<file path="src/sv/rrs_pkg.sv">
// ----------------------------------------------------------------------------
// rrs_pkg: shared types and constants of the replica round-robin selector
// Request kinds, field widths, list entry layout and parameter defaults.
// ----------------------------------------------------------------------------
package rrs_pkg;

	// Default sizes
	localparam int unsigned NUM_MODELS_DEF   = 8;
	localparam int unsigned MAX_REPLICAS_DEF = 8;
	localparam int unsigned NUM_UNITS_DEF    = 16;

	// Field widths of the channels
	localparam int unsigned KIND_W   = 3;
	localparam int unsigned MODEL_W  = 3;
	localparam int unsigned UNIT_W   = 4;
	localparam int unsigned STATUS_W = 2;
	localparam int unsigned COUNT_W  = 4;
	localparam int unsigned MASK_W   = 16;

	localparam logic [MASK_W-1:0]   MASK_ONE      = MASK_W'(1);
	localparam logic [STATUS_W-1:0] STATUS_AVAIL  = '0;

	// Request kinds
	typedef enum logic [KIND_W-1:0] {
		KIND_ADD    = 3'd0,
		KIND_REMOVE = 3'd1,
		KIND_SET    = 3'd2,
		KIND_GET    = 3'd3,
		KIND_SELECT = 3'd4,
		KIND_QUERY  = 3'd5
	} kind_t;

	// One list entry as held in the entry RAM
	typedef struct packed {
		logic [UNIT_W-1:0]   unit;
		logic [STATUS_W-1:0] status;
	} entry_t;

endpackage

</file>
<file path="src/sv/rrs_entry_ram.sv">
// ----------------------------------------------------------------------------
// rrs_entry_ram: replica list storage
// One write port and one read port with registered read data.
// ----------------------------------------------------------------------------
module rrs_entry_ram
	import rrs_pkg::*;
#(
	parameter int unsigned DEPTH = NUM_MODELS_DEF * MAX_REPLICAS_DEF,
	parameter int unsigned AW    = (DEPTH > 1) ? $clog2(DEPTH) : 1
) (
	input  logic          clk,
	input  logic          we,
	input  logic [AW-1:0] waddr,
	input  entry_t        wdata,
	input  logic [AW-1:0] raddr,
	output entry_t        rdata
);

	entry_t mem [DEPTH];

	// Write port
	always_ff @(posedge clk) begin
		if (we) begin
			mem[waddr] <= wdata;
		end
	end

	// Registered read port
	always_ff @(posedge clk) begin
		rdata <= mem[raddr];
	end

endmodule

</file>
<file path="config.mk">
export PLATFORM = sky130hd
export DESIGN_NAME = rrs_entry_ram
export DESIGN_NICKNAME = d
export VERILOG_FILES = /design/src/sv/rrs_pkg.sv /design/src/sv/rrs_entry_ram.sv
export SDC_FILE = /design/constraint.sdc
export NUM_CORES = 1
export LEC_CHECK = 0
export BUFFER_PORTS_ARGS = -buffer_cell sky130_fd_sc_hd__buf_2
export CAP_MARGIN = 20
export CORE_ASPECT_RATIO = 0.6
export CORE_UTILIZATION = 30
export CTS_BUF_LIST = sky130_fd_sc_hd__clkbuf_2 sky130_fd_sc_hd__clkbuf_4 sky130_fd_sc_hd__clkbuf_8
export CTS_CLUSTER_DIAMETER = 80
export DETAILED_ROUTE_END_ITERATION = 12
export HOLD_SLACK_MARGIN = 0.1
export PLACE_DENSITY_LB_ADDON = 0.3
export SYNTH_ARGS = -nofsm -noshare
export SYNTH_HDL_FRONTEND = slang
export SYNTH_SLANG_ARGS = --single-unit
</file>
<file path="constraint.sdc">
create_clock -name clk -period 1.53 [get_ports clk]
set_input_delay 0 -clock clk [delete_from_list [all_inputs] [get_ports clk]]
set_output_delay 0 -clock clk [all_outputs]
set_load 0.02 [all_outputs]
</file>
==> impl_metrics.csv <==
group,metric,value,unit
run_status,status,"finished with violations",
run_status,violations,"setup timing",
drt,wl,38.5,mm
cts,clock_latency,0.62,ns
setup_path,crit_arrival,2.20,ns
floorplanning,core,49700,sq um
power_and_ir_drop,p_per_area,1140,nW/um^2
setup_path,r2r-start,"mem[45][2]$_DFFE_PP_",
setup_path,crit_path_start,"mem[45][2]$_DFFE_PP_",
placement,port_buffers,25,
power_and_ir_drop,p_clk_share,37.3,%
drt,wl_per_cell,23.3,microns
yosys,synthTopCellsByArea,"edfxtp_1 76%, mux4_2 13%, nor2_1 1.7%, mux4_1 1.0%, mux2i_1 0.99%",
yosys,postSynthAreaPerCell,21.1,sq um
yosys,syn_inst,720,
finish,syn_to_final_growth,22.5,%
grt,grt_usage,15.0,%
setup_path,crit_path_end_kind,"flop",
power_and_ir_drop,ir_drop,0.760,mV
grt,grt.overflow.total,0,
yosys,yosysUniqueCellTypes,37,
setup_path,crit_chain,"mux4_2 -> nor2b_1 -> a211oi_2 -> buf_4 -> a21oi_2 -> a32o_1",
floorplanning,die_h,177,microns
floorplanning,pin_count,26,
placement,place.gp.congestion,0.828,
sta,min_period,1.69,ns
sta,final.period_utilization,111,%
setup_path,crit_fanout,1,
cts,cts_sinks,390,
setup_path,crit_end,"rdata[2]$_DFF_P_",
power_and_ir_drop,p_sw,4.87,mW
yosys,ys_seq_area_share,76.5,%
hold_path,hp-class,"in2reg",
sta,setup_slack,-0.161,ns
grt,grt_pass1_wl,55.9,mm
drt,routed-via-count,7967,
cts,cts_buffers,54,
floorplanning,die_w,293,microns
setup_path,start_kind,"flop",
setup_path,cp_slowest_stage_delay,0.47,ns
cts,path_clk_slew,0.07,ns
drt,drtIter0Drc,884,
finish,layout.nets,951,
power_and_ir_drop,total_power,21.2,mW
job,maxCapViolCount,0,
cts,tritoncts,"yes",
yosys,synthArstFlopShare,0,%
power_and_ir_drop,swShare,23.0,%
finish,seq_area,11700,sq um
drt,viasPerCell,4.81,
grt,grt_pass1_vias,7952,
yosys,ys_warn_count,0,
setup_path,cp_slowest_cell,"mux4_2",
yosys,ys_seq_elements,390,
yosys,synth-main-ff-cell,"edfxtp_1",
finish,multi_input_area,3470,sq um
drt,drtPass1Iterations,5,
setup_path,r2r_end,"rdata[2]$_DFF_P_",
sta,max-slew-margin-rel,48.7,%
setup_path,worstSetupPathType,"reg2reg",
cts,cts_buffer_depth,3,
sta,finalSetupViolCount,6,
placement,post-place-ws,-0.437,ns
yosys,synth_nets,740,
sta,fmax,591,MHz
power_and_ir_drop,seq_power_share,55.9,%
yosys,synth_area,15200,sq um
sta,slew_violations,0,
floorplanning,start_util,30.6,%
hold_path,hold_depth,4,
floorplanning,die_area,51700,sq um
sta,finClkSkew,0.0396,ns
drt,ant_nets,0,
cts,cts_root_buf,"clkbuf_8",
placement,dp.cells,1542,
finish,antenna_cells,0,
setup_path,r2r_setup_slack,-0.16,ns
drt,drc_errors,0,
power_and_ir_drop,leakage,6.07,nW
sta,grt_setup_unrepaired,"yes",
setup_path,cp.required,2.04,ns
placement,place_hpwl,25.6,mm
grt,antenna_found_initial,0,
finish,fin_cells,1655,
cts,htreeDepth,2,
sta,tightest_slew,0.770,ns
finish,drive_gt1_share,40.4,%
yosys,synth_edf_count,384,
power_and_ir_drop,p_comb_share,6.8,%
sta,hold_violations,0,
setup_path,worstRegToRegCells,6,
yosys,yosys.area.top_type,"edfxtp_1",
floorplanning,row_count,63,
power_and_ir_drop,intPower,16.3,mW
yosys,yosysTopAreaCellShare,75.7,%
finish,fill_cells,4572,
finish,layout_common_cells,"384 x edfxtp_1, 139 x buf_4, 90 x mux4_2",
finish,mostFrequentLayoutCell,"edfxtp_1",
grt,grt_max_degree,65,
==> per-layer routing <==
layer  up-vias  share of wire (%)  GRT usage, %
met2       273                 41          20.2
met5         -                  0             0
li1       3437                  -             -
met3        45                7.5          4.00
met4         0                1.1          2.71
met1      4212                 51          24.0
==> worst min path at each step <==
stage	slack (ns)	start	endpoint
4_1_cts	0.13	waddr[5]	mem[53][3]$_DFFE_PP_
6_report	0.19	waddr[5]	mem[53][3]$_DFFE_PP_
3_5_place_dp	0.46	rdata[2]$_DFF_P_	rdata[2]
3_3_place_gp	0.46	rdata[2]$_DFF_P_	rdata[2]
5_1_grt	0.16	waddr[5]	mem[53][3]$_DFFE_PP_
2_1_floorplan	0.1	wdata[0]	mem[0][0]$_DFFE_PP_
==> cells in the mapped netlist, types with 3 or more instances <==
master / n
nand2b_1: 5
mux2_2: 9
edfxtp_1: 384
nor2b_1: 8
nor2_1: 67
mux2i_1: 15
mux4_2: 87
nor3_1: 5
nand3b_1: 4
buf_6: 5
a32o_1: 3
o21ai_1: 6
o22ai_1: 12
a221oi_1: 3
a21oi_1: 6
nand3_1: 11
a211oi_1: 6
dfxtp_1: 6
o22a_1: 6
clkbuf_1: 16
buf_2: 13
o221ai_1: 9
nand2_1: 8
mux4_1: 6
==> metrics by stage <==
| stage | instance area [sq um] | utilization [%] | setup TNS (ns) | hold WS [ns] |
|---|---|---|---|---|
| 5_1_grt | 18700 | 37.5 | -1.02 | 0.163 |
| 4_1_cts | 18600 | 37.4 | -0.842 | 0.132 |
| 3_3_place_gp | 17300 | 34.8 | -2.30 | 0.465 |
| 3_5_place_dp | 17300 | 34.8 | -2.33 | 0.462 |
| 2_1_floorplan | 15200 | - | 0 | 0.0989 |
| 6_report | 18700 | 37.5 | -0.632 | 0.188 |
==> cell type report <==
cell class,count,area share (%)
clock buffers,70,4.66
repair buffers,194,8.88
clock inverters,28,0.825
multi-input cells,291,18.6
well taps,682,4.57
flip-flops and latches,390,62.5
==> power groups by stage <==
stage	Clock, mW	Sequential, mW	Combinational, mW
floorplan	0	12.1	0.642
global placement	0	12.1	1.36
detailed placement	0	12.1	1.36
CTS	8.07	11.9	1.44
global route	8.54	11.9	1.53
finish	7.90	11.9	1.44
==> state kept, by name, indices dropped and copies added, names as in the netlist <==
register,flops
mem,384
rdata,6
==> critical path, delay by kind of cell, from the launching register on <==
family | cells | cell delay (ns)
compound gates | 3 | 0.44
flops | 1 | 0.36
buf+inv | 1 | 0.15
mux | 1 | 0.47
simple gates | 1 | 0.15
==> kinds of logic after synthesis <==
logic type,synth area share (%)
flip-flops,76.5
multiplexers,15.6
AND/OR/NAND/NOR,3.67
buffers and inverters,1.65
AO/OA/AOI/OAI,2.60
==> timing repair <==
action,in CTS,in global routing
pin swaps,8,5
endpoints found under the hold margin,300,0
hold buffers,14,0
buffers inserted,0,1
gates resized for setup,30,10
setup endpoints to repair,6,33
Note: power is estimated with default switching activity, not from simulation.
